===== config.mk =====
export PLATFORM = sky130hd
export DESIGN_NAME = tile_grid_edge_extractor
export DESIGN_NICKNAME = d
export VERILOG_FILES = /design/src/rtl/tge_pkg.sv /design/src/rtl/tge_scan.sv /design/src/rtl/tge_row_mem.sv /design/src/rtl/tge_edge.sv /design/src/rtl/tile_grid_edge_extractor.sv
export SDC_FILE = /design/constraint.sdc
export NUM_CORES = 2
export LEC_CHECK = 0
export ABC_AREA = 0
export BUFFER_PORTS_ARGS = -buffer_cell sky130_fd_sc_hd__buf_2
export CAP_MARGIN = 20
export CORE_MARGIN = 4
export CORE_UTILIZATION = 55
export CTS_CLUSTER_DIAMETER = 120
export DETAILED_ROUTE_END_ITERATION = 16
export PLACE_DENSITY = 0.71
export SYNTH_ARGS = -nofsm -noshare
export SYNTH_HDL_FRONTEND = slang
export SYNTH_SLANG_ARGS = --single-unit

===== constraint.sdc =====
create_clock -name clk -period 10.8 [get_ports clk]
set_clock_uncertainty 0.2 [all_clocks]
set_input_delay 1.62 -clock clk [delete_from_list [all_inputs] [get_ports clk]]
set_output_delay 1.62 -clock clk [all_outputs]
set_load 0.1 [all_outputs]

===== src/rtl/tge_pkg.sv =====
package tge_pkg;

  // widths fixed by the interface
  localparam int CFG_W        = 7;
  localparam int POS_W        = 6;
  localparam int ID_W         = 15;
  localparam int GRID_MAX_DEF = 64;

  // register and counter constants
  localparam logic [CFG_W-1:0] GRID_SIZE_RST = 7'd10;
  localparam logic [CFG_W-1:0] GRID_MIN      = 7'd2;
  localparam logic [ID_W-1:0]  FIRST_ID      = 15'd4;

  // edge action codes
  typedef enum logic [1:0] {
    ACT_NONE   = 2'd0,
    ACT_NEW    = 2'd1,
    ACT_EXTEND = 2'd2
  } action_t;

  // request held in the scan stage
  typedef struct packed {
    logic             solid;
    logic             east;
    logic             south;
    logic [POS_W-1:0] col;
    logic [POS_W-1:0] row;
    logic             last_col;
    logic             last_row;
  } scan_item_t;

  // one column entry of the row above
  typedef struct packed {
    logic            present;
    logic            west_flag;
    logic [ID_W-1:0] west_id;
    logic            east_flag;
    logic [ID_W-1:0] east_id;
  } above_t;

endpackage


===== src/rtl/tge_scan.sv =====
module tge_scan #(
  parameter int GRID_MAX = tge_pkg::GRID_MAX_DEF,
  parameter int AW       = 6
) (
  input  logic                     clk,
  input  logic                     rst_n,
  input  logic                     cfg_wr_en,
  input  logic [tge_pkg::CFG_W-1:0] cfg_wr_data,
  input  logic                     in_valid,
  output logic                     in_stall,
  input  logic                     in_cell_present,
  input  logic                     in_east_present,
  input  logic                     in_south_present,
  input  logic                     adv,
  output logic                     accept,
  output logic [AW-1:0]            rd_addr,
  output tge_pkg::scan_item_t      item,
  output logic                     item_vld
);
  import tge_pkg::*;

  logic [CFG_W-1:0] grid_size_r;
  logic [CFG_W-1:0] eff_size;
  logic [CFG_W-1:0] last_pos;
  logic [POS_W-1:0] col_r, col_nxt;
  logic [POS_W-1:0] row_r, row_nxt;
  logic             last_col;
  logic             last_row;
  logic             item_vld_r;
  scan_item_t       item_r;

  // grid size register
  always_ff @(posedge clk) begin
    if (!rst_n) begin
      grid_size_r <= GRID_SIZE_RST;
    end else if (cfg_wr_en) begin
      grid_size_r <= cfg_wr_data;
    end
  end

  // clamp grid size into the supported range
  always_comb begin
    if (grid_size_r < GRID_MIN) begin
      eff_size = GRID_MIN;
    end else if (grid_size_r > CFG_W'(GRID_MAX)) begin
      eff_size = CFG_W'(GRID_MAX);
    end else begin
      eff_size = grid_size_r;
    end
    last_pos = eff_size - CFG_W'(1);
  end

  // handshake: hold while the stage is full and cannot drain
  assign in_stall = item_vld_r && !adv;
  assign accept   = in_valid && !in_stall;
  assign rd_addr  = col_r[AW-1:0];

  // raster position of the incoming cell
  always_comb begin
    last_col = {1'b0, col_r} >= last_pos;
    last_row = {1'b0, row_r} >= last_pos;
    col_nxt  = col_r;
    row_nxt  = row_r;
    if (last_col) begin
      col_nxt = '0;
      row_nxt = last_row ? '0 : row_r + POS_W'(1);
    end else begin
      col_nxt = col_r + POS_W'(1);
    end
  end

  always_ff @(posedge clk) begin
    if (!rst_n) begin
      col_r      <= '0;
      row_r      <= '0;
      item_vld_r <= 1'b0;
    end else begin
      if (accept) begin
        col_r <= col_nxt;
        row_r <= row_nxt;
      end
      if (accept) begin
        item_vld_r <= 1'b1;
      end else if (adv) begin
        item_vld_r <= 1'b0;
      end
    end
  end

  // request register
  always_ff @(posedge clk) begin
    if (accept) begin
      item_r.solid    <= in_cell_present;
      item_r.east     <= in_east_present;
      item_r.south    <= in_south_present;
      item_r.col      <= col_r;
      item_r.row      <= row_r;
      item_r.last_col <= last_col;
      item_r.last_row <= last_row;
    end
  end

  assign item     = item_r;
  assign item_vld = item_vld_r;

endmodule


===== src/rtl/tge_row_mem.sv =====
module tge_row_mem #(
  parameter int DEPTH = tge_pkg::GRID_MAX_DEF,
  parameter int AW    = 6
) (
  input  logic            clk,
  input  logic            rd_en,
  input  logic [AW-1:0]   rd_addr,
  output tge_pkg::above_t rd_data,
  input  logic            wr_en,
  input  logic [AW-1:0]   wr_addr,
  input  tge_pkg::above_t wr_data
);
  import tge_pkg::*;

  above_t mem [DEPTH];
  above_t rd_data_r;

  // write port
  always_ff @(posedge clk) begin
    if (wr_en) begin
      mem[wr_addr] <= wr_data;
    end
  end

  // registered read port
  always_ff @(posedge clk) begin
    if (rd_en) begin
      rd_data_r <= mem[rd_addr];
    end
  end

  assign rd_data = rd_data_r;

endmodule


===== src/rtl/tge_edge.sv =====
module tge_edge #(
  parameter int AW = 6
) (
  input  logic                       clk,
  input  logic                       rst_n,
  input  tge_pkg::scan_item_t        item,
  input  logic                       item_vld,
  input  tge_pkg::above_t            rd_data,
  output logic                       adv,
  output logic                       wr_en,
  output logic [AW-1:0]              wr_addr,
  output tge_pkg::above_t            wr_data,
  output logic                       out_valid,
  input  logic                       out_stall,
  output logic [tge_pkg::POS_W-1:0]  out_cell_x,
  output logic [tge_pkg::POS_W-1:0]  out_cell_y,
  output logic [1:0]                 out_north_action,
  output logic [tge_pkg::ID_W-1:0]   out_north_id,
  output logic [1:0]                 out_west_action,
  output logic [tge_pkg::ID_W-1:0]   out_west_id,
  output logic [1:0]                 out_east_action,
  output logic [tge_pkg::ID_W-1:0]   out_east_id,
  output logic [1:0]                 out_south_action,
  output logic [tge_pkg::ID_W-1:0]   out_south_id,
  output logic                       out_last_cell
);
  import tge_pkg::*;

  // cell to the west and id counter
  logic            left_present_r;
  logic            left_north_flag_r;
  logic [ID_W-1:0] left_north_id_r;
  logic            left_south_flag_r;
  logic [ID_W-1:0] left_south_id_r;
  logic [ID_W-1:0] next_id_r, next_id_nxt;

  // result register
  logic             out_valid_r;
  logic [POS_W-1:0] cell_x_r, cell_y_r;
  action_t          north_act_r, west_act_r, east_act_r, south_act_r;
  logic [ID_W-1:0]  north_id_r, west_id_r, east_id_r, south_id_r;
  logic             last_cell_r;

  logic            has_left, has_above, last_cell;
  logic            need_n, need_w, need_e, need_s;
  logic            ext_n, ext_w, ext_e, ext_s;
  logic [ID_W-1:0] id_n, id_w, id_e, id_s, id_end;
  action_t         act_n, act_w, act_e, act_s;
  logic [ID_W-1:0] eid_n, eid_w, eid_e, eid_s;

  assign adv = item_vld && (!out_valid_r || !out_stall);

  // edge decisions for the held cell
  always_comb begin
    has_left  = (item.col != '0) && left_present_r;
    has_above = (item.row != '0) && rd_data.present;
    last_cell = item.last_col && item.last_row;

    need_n = item.solid && (item.row != '0) && !has_above;
    need_w = item.solid && (item.col != '0) && !has_left;
    need_e = item.solid && !item.last_col && !item.east;
    need_s = item.solid && !item.last_row && !item.south;

    ext_n = has_left && left_north_flag_r;
    ext_w = has_above && rd_data.west_flag;
    ext_e = has_above && rd_data.east_flag;
    ext_s = has_left && left_south_flag_r;

    // fresh ids are handed out in north, west, east, south order
    id_n   = next_id_r;
    id_w   = id_n + ID_W'(need_n && !ext_n);
    id_e   = id_w + ID_W'(need_w && !ext_w);
    id_s   = id_e + ID_W'(need_e && !ext_e);
    id_end = id_s + ID_W'(need_s && !ext_s);

    act_n = ACT_NONE;
    eid_n = '0;
    if (need_n) begin
      act_n = ext_n ? ACT_EXTEND : ACT_NEW;
      eid_n = ext_n ? left_north_id_r : id_n;
    end
    act_w = ACT_NONE;
    eid_w = '0;
    if (need_w) begin
      act_w = ext_w ? ACT_EXTEND : ACT_NEW;
      eid_w = ext_w ? rd_data.west_id : id_w;
    end
    act_e = ACT_NONE;
    eid_e = '0;
    if (need_e) begin
      act_e = ext_e ? ACT_EXTEND : ACT_NEW;
      eid_e = ext_e ? rd_data.east_id : id_e;
    end
    act_s = ACT_NONE;
    eid_s = '0;
    if (need_s) begin
      act_s = ext_s ? ACT_EXTEND : ACT_NEW;
      eid_s = ext_s ? left_south_id_r : id_s;
    end

    next_id_nxt = last_cell ? FIRST_ID : id_end;
  end

  // row-above entry for this column
  assign wr_en             = adv;
  assign wr_addr           = item.col[AW-1:0];
  assign wr_data.present   = item.solid;
  assign wr_data.west_flag = need_w;
  assign wr_data.west_id   = eid_w;
  assign wr_data.east_flag = need_e;
  assign wr_data.east_id   = eid_e;

  // west neighbor state and id counter
  always_ff @(posedge clk) begin
    if (!rst_n) begin
      left_present_r    <= 1'b0;
      left_north_flag_r <= 1'b0;
      left_north_id_r   <= '0;
      left_south_flag_r <= 1'b0;
      left_south_id_r   <= '0;
      next_id_r         <= FIRST_ID;
    end else if (adv) begin
      left_present_r    <= item.solid;
      left_north_flag_r <= need_n;
      left_north_id_r   <= eid_n;
      left_south_flag_r <= need_s;
      left_south_id_r   <= eid_s;
      next_id_r         <= next_id_nxt;
    end
  end

  // result valid
  always_ff @(posedge clk) begin
    if (!rst_n) begin
      out_valid_r <= 1'b0;
    end else if (adv) begin
      out_valid_r <= 1'b1;
    end else if (!out_stall) begin
      out_valid_r <= 1'b0;
    end
  end

  // result payload
  always_ff @(posedge clk) begin
    if (adv) begin
      cell_x_r    <= item.col;
      cell_y_r    <= item.row;
      north_act_r <= act_n;
      north_id_r  <= eid_n;
      west_act_r  <= act_w;
      west_id_r   <= eid_w;
      east_act_r  <= act_e;
      east_id_r   <= eid_e;
      south_act_r <= act_s;
      south_id_r  <= eid_s;
      last_cell_r <= last_cell;
    end
  end

  assign out_valid        = out_valid_r;
  assign out_cell_x       = cell_x_r;
  assign out_cell_y       = cell_y_r;
  assign out_north_action = north_act_r;
  assign out_north_id     = north_id_r;
  assign out_west_action  = west_act_r;
  assign out_west_id      = west_id_r;
  assign out_east_action  = east_act_r;
  assign out_east_id      = east_id_r;
  assign out_south_action = south_act_r;
  assign out_south_id     = south_id_r;
  assign out_last_cell    = last_cell_r;

endmodule


===== src/rtl/tile_grid_edge_extractor.sv =====
// an accepted request is registered in the request stage, and its result in the result register of the edge stage
// throughput: one cell per cycle while out_stall is low, bounded by the single read port of the row-above memory
// the request stage reads the row-above entry, the edge stage decides and writes it back
// reset (rst_n low, synchronous): empties both stages, scan position to (0,0),
// next edge id to 4, grid size to 10; the row-above memory is not cleared
module tile_grid_edge_extractor #(
  parameter int GRID_MAX = tge_pkg::GRID_MAX_DEF
) (
  input  logic                       clk,
  input  logic                       rst_n,
  input  logic                       cfg_wr_en,
  input  logic [tge_pkg::CFG_W-1:0]  cfg_wr_data,
  input  logic                       in_valid,
  output logic                       in_stall,
  input  logic                       in_cell_present,
  input  logic                       in_east_present,
  input  logic                       in_south_present,
  output logic                       out_valid,
  input  logic                       out_stall,
  output logic [tge_pkg::POS_W-1:0]  out_cell_x,
  output logic [tge_pkg::POS_W-1:0]  out_cell_y,
  output logic [1:0]                 out_north_action,
  output logic [tge_pkg::ID_W-1:0]   out_north_id,
  output logic [1:0]                 out_west_action,
  output logic [tge_pkg::ID_W-1:0]   out_west_id,
  output logic [1:0]                 out_east_action,
  output logic [tge_pkg::ID_W-1:0]   out_east_id,
  output logic [1:0]                 out_south_action,
  output logic [tge_pkg::ID_W-1:0]   out_south_id,
  output logic                       out_last_cell
);
  import tge_pkg::*;

  localparam int AW = (GRID_MAX > 1) ? $clog2(GRID_MAX) : 1;

  logic       adv;
  logic       accept;
  logic [AW-1:0] rd_addr;
  scan_item_t item;
  logic       item_vld;
  above_t     rd_data;
  logic       wr_en;
  logic [AW-1:0] wr_addr;
  above_t     wr_data;

  // request stage and raster position
  tge_scan #(
    .GRID_MAX (GRID_MAX),
    .AW       (AW)
  ) u_scan (
    .clk              (clk),
    .rst_n            (rst_n),
    .cfg_wr_en        (cfg_wr_en),
    .cfg_wr_data      (cfg_wr_data),
    .in_valid         (in_valid),
    .in_stall         (in_stall),
    .in_cell_present  (in_cell_present),
    .in_east_present  (in_east_present),
    .in_south_present (in_south_present),
    .adv              (adv),
    .accept           (accept),
    .rd_addr          (rd_addr),
    .item             (item),
    .item_vld         (item_vld)
  );

  // row-above storage
  tge_row_mem #(
    .DEPTH (GRID_MAX),
    .AW    (AW)
  ) u_row_mem (
    .clk     (clk),
    .rd_en   (accept),
    .rd_addr (rd_addr),
    .rd_data (rd_data),
    .wr_en   (wr_en),
    .wr_addr (wr_addr),
    .wr_data (wr_data)
  );

  // edge decisions and result register
  tge_edge #(
    .AW (AW)
  ) u_edge (
    .clk              (clk),
    .rst_n            (rst_n),
    .item             (item),
    .item_vld         (item_vld),
    .rd_data          (rd_data),
    .adv              (adv),
    .wr_en            (wr_en),
    .wr_addr          (wr_addr),
    .wr_data          (wr_data),
    .out_valid        (out_valid),
    .out_stall        (out_stall),
    .out_cell_x       (out_cell_x),
    .out_cell_y       (out_cell_y),
    .out_north_action (out_north_action),
    .out_north_id     (out_north_id),
    .out_west_action  (out_west_action),
    .out_west_id      (out_west_id),
    .out_east_action  (out_east_action),
    .out_east_id      (out_east_id),
    .out_south_action (out_south_action),
    .out_south_id     (out_south_id),
    .out_last_cell    (out_last_cell)
  );

endmodule


==> load_flow_metrics.sql <==
INSERT INTO impl_metrics (metric_group, metric, value, unit) VALUES
('run_status', 'outcome', 'finished clean', ''),
('sta', 'finalHoldViolations', '0', ''),
('grt', 'grt-ovfl-total', '0', ''),
('critical_path', 'critical_path.startpoint_type', 'flip-flop', ''),
('critical_path', 'critPathLaunch', 'u_scan.item[11]', ''),
('critical_path', 'critical-path-max-stage-delay', '0.73', 'ns'),
('sta', 'maxClockFrequency', '147', 'MHz'),
('place', 'portBuffers', '97', ''),
('power_and_ir_drop', 'p_leak', '31.1', 'nW'),
('logic_synthesis', 'yosys-top-cells-area', 'sky130_fd_sc_hd__edfxtp_1 (75%), sky130_fd_sc_hd__mux4_2 (17%), sky130_fd_sc_hd__dfxtp_1 (1.5%)', ''),
('sta', 'worst_slew_margin_rel', '28.0', '%'),
('logic_synthesis', 'netlist_instances', '3935', ''),
('logic_synthesis', 'synthesized_area_divided_by_synthesized_cell_count', '22.7', 'um^2'),
('routing', 'detailedRoute.firstIterationViolations', '6118', ''),
('logic_synthesis', 'syn_area', '89300', 'um^2'),
('grt', 'grt_first_pass_wirelength', '310000', 'um'),
('logic_synthesis', 'synth-edff-count', '2243', ''),
('sta', 'timing.setup.tns', '0', 'ns'),
('grt', 'globalRoute.busiestLayer', 'met2', ''),
('critical_path', 'regToRegSetupSlack', '4.00', 'ns'),
('sta', 'post-route-period-util', '62.9', '%'),
('cts', 'tritoncts_clock_tree', 'yes', ''),
('routing', 'detailroute.via_count', '42700', ''),
('cts', 'skew_pair_late_insertion_delay', '0.83', 'ns'),
('flow_run', 'drv.max_cap_violation_count', '0', ''),
('die', 'overall_die_height', '411', 'um'),
('sta', 'finalSetupViolCount', '0', ''),
('routing', 'drt_wl_total', '213000', 'um'),
('logic_synthesis', 'synth_ff_type', 'sky130_fd_sc_hd__edfxtp_1', ''),
('sta', 'unrepaired_setup_endpoints_after_global_routing', 'no', ''),
('cts', 'cts-root-to-sink-buffers', '3', ''),
('place', 'hpwl', '113000', 'um'),
('cts', 'cts_sinks', '2312', ''),
('sta', 'worst_margin_pin_slew', '1.08', 'ns'),
('critical_path', 'crit_required', '11.34', 'ns'),
('logic_synthesis', 'synth_sequential_area_ratio', '77.0', '%'),
('sta', 'final_max_slew_viol_count', '0', ''),
('critical_path', 'worst_r2r_path_depth', '16', ''),
('routing', 'wl_per_cell', '32.7', 'um'),
('critical_path', 'arrival', '7.34', 'ns'),
('grt', 'grt_pass1_vias', '42600', ''),
('cts', 'clockRootBuffer', 'sky130_fd_sc_hd__clkbuf_16', ''),
('die', 'die_area', '169000', 'um^2'),
('grt', 'pin_count_of_the_biggest_net_entering_global_routing', '140', ''),
('critical_path', 'path_cells', 'or3_1, or4_1, and3_1, nor2_1, ha_1, ha_1, xnor2_1, xnor2_1, and3_1, nor3b_2, nand3_1, a211o_1, nand3b_1, or3_1, o41a_1, o31ai_1', ''),
('grt', 'grt_use_met3', '4.50', '%'),
('hold_path', 'hold_path_class', 'flip-flop to flip-flop', ''),
('die', 'floorplan.initialDensity', '55.5', '%'),
('logic_synthesis', 'synth_top_cell_area_share', '75.4', '%'),
('critical_path', 'critPathSlowestCell', 'sky130_fd_sc_hd__or3_1', ''),
('power_and_ir_drop', 'ir_worst_vdd', '169', 'uV'),
('critical_path', 'r2r-end', 'u_edge.id_n[14]', ''),
('critical_path', 'cp_class', 'flip-flop to flip-flop', ''),
('grt', 'grt_use_met1', '38.0', '%'),
('place', 'routabilityCongestion', '0.873', ''),
('cts', 'postCtsHoldBufs', '0', ''),
('logic_synthesis', 'post-synth-top-area-cell', 'sky130_fd_sc_hd__edfxtp_1', ''),
('die', 'number_of_cell_rows', '147', ''),
('routing', 'remaining_drc_errors', '0', ''),
('die', 'die-width', '411', 'um'),
('logic_synthesis', 'netlist-cell-type-count', '72', ''),
('finish', 'post_route_cells_drive_above_1_share', '30.7', '%'),
('cts', 'clk_pin_slew', '0.06', 'ns'),
('critical_path', 'worst-path-max-fanout', '17', ''),
('logic_synthesis', 'synth_nets', '3973', ''),
('finish', 'final_net_count', '4213', ''),
('finish', 'area_growth_syn_to_layout', '12.4', '%'),
('logic_synthesis', 'top_cell_types_by_occurrence_after_synthesis', 'sky130_fd_sc_hd__edfxtp_1 (2243), sky130_fd_sc_hd__mux4_2 (693), sky130_fd_sc_hd__nand2_1 (163), sky130_fd_sc_hd__nor2_1 (144), sky130_fd_sc_hd__clkbuf_1 (132)', ''),
('sta', 'fin_crit', '6.80', 'ns'),
('logic_synthesis', 'ys.warnings.count', '0', ''),
('logic_synthesis', 'synthArstFlopShare', '0', '%');
## per-layer routing
metal	vias to the layer above	part of all wire, %	routed length (um)
li1	17100	-	-
met1	22900	39	83600
met2	2363	49	104000
met3	388	9.4	20000
met4	2	2.8	5870
met5	-	0.0094	20
## final cells by class
type,instances,area (um^2),area share [%]
Antenna cell,1,2.50,0.00249
Clock buffer,284,5840,5.82
Clock inverter,116,928,0.925
Inverter,17,66.3,0.0661
Multi-Input combinational cell,1400,20500,20.4
Sequential cell,2312,68800,68.5
Tap cell,2160,2700,2.69
Timing Repair Buffer,229,1580,1.57
## worst min path at each step
| stage | start | endpoint | slack [ns] | cells past startpoint |
|---|---|---|---|---|
| after global placement | u_scan.item[3] | u_edge.out_cell_y[1] | 0.23 | 0 |
| after global routing | u_scan.item[6] | u_edge.out_cell_y[4] | 0.27 | 0 |
| after detailed placement | u_scan.item[6] | u_edge.out_cell_y[4] | 0.24 | 0 |
| final | u_scan.item[6] | u_edge.out_cell_y[4] | 0.26 | 0 |
| after CTS | u_scan.item[6] | u_edge.out_cell_y[4] | 0.25 | 0 |
| after floorplan | u_scan.item[11] | u_edge.out_cell_x[3] | 0.22 | 0 |
## critical path, delay by kind of cell (launching register included)
family / cells / cell delay [ns]
fa+ha+maj: 2 / 0.82
xor+xnor: 2 / 0.82
simple gates: 9 / 3.40
compound gates: 3 / 0.95
flops: 1 / 0.51
## report_power, final
group | internal [mW] | leakage (nW) | total (mW) | switching (mW)
Sequential | 9.87 | 21.6 | 9.91 | 0.0383
Combinational | 0.503 | 6.16 | 1.20 | 0.697
Clock | 4.12 | 3.32 | 7.29 | 3.17
Total | 14.5 | 31.1 | 18.4 | 3.91
## layout by cell type, fill, tap and decap left out, drive strengths merged, types with 3 or more instances in the layout
cell,n
a21boi,31
or2,5
nor2,144
edfxtp,2243
mux2i,9
nand2b,7
nand3b,9
a32oi,4
dfxtp,69
buf,229
nor3,23
a21oi,40
a22oi,5
o21ai,23
nor4,9
clkbuf,284
nand4,8
or3b,3
o21a,5
or3,7
clkinv,94
nand3,28
ha,23
nor2b,22
xor2,21
bufinv,14
and2,12
and3,9
a21o,6
a211oi,24
xnor2,32
nand2,163
inv,24
mux4,693
## flip-flops by register name, summed over array words and instances (netlist names), 6 cells and up
register                flops
u_edge.out_east_id         15
u_scan.grid_size_r          7
u_edge.out_cell_x           6
u_scan.rd_addr              6
u_edge.id_n                15
u_row_mem.mem            2112
u_edge.out_cell_y           6
u_edge.out_south_id        15
u_edge.out_north_id        15
u_edge.left_north_id_r     15
u_scan.row_r                6
u_edge.left_south_id_r     15
u_row_mem.rd_data          33
u_edge.out_west_id         15
u_scan.item                17
## through the flow
step	util [%]	std cells	hold WS [ns]	power [mW]	area [um^2]
after global routing	62.4	6518	0.269	19.0	100000
after CTS	62.4	6517	0.254	18.5	100000
after floorplan	-	3935	0.224	11.0	89300
after detailed placement	58.1	6117	0.239	11.3	93600
after global placement	58.1	6117	0.232	11.3	93600
final	62.4	6519	0.258	18.4	100000
## logic make-up (layout without fill, tap and decap cells)
family,after synthesis,count (layout),synth area share [%]
xor gates and xnor gates,53,53,0.528
muxes,702,702,17.6
AOI/OAI and AO/OA,162,162,1.23
other,0,1,0
DFF,2312,2312,77.0
adders and majority gates,23,23,0.322
and+or+nand+nor,460,460,2.39
buffers and inverters,223,646,0.964
Note: power is estimated with default switching activity, not from simulation.
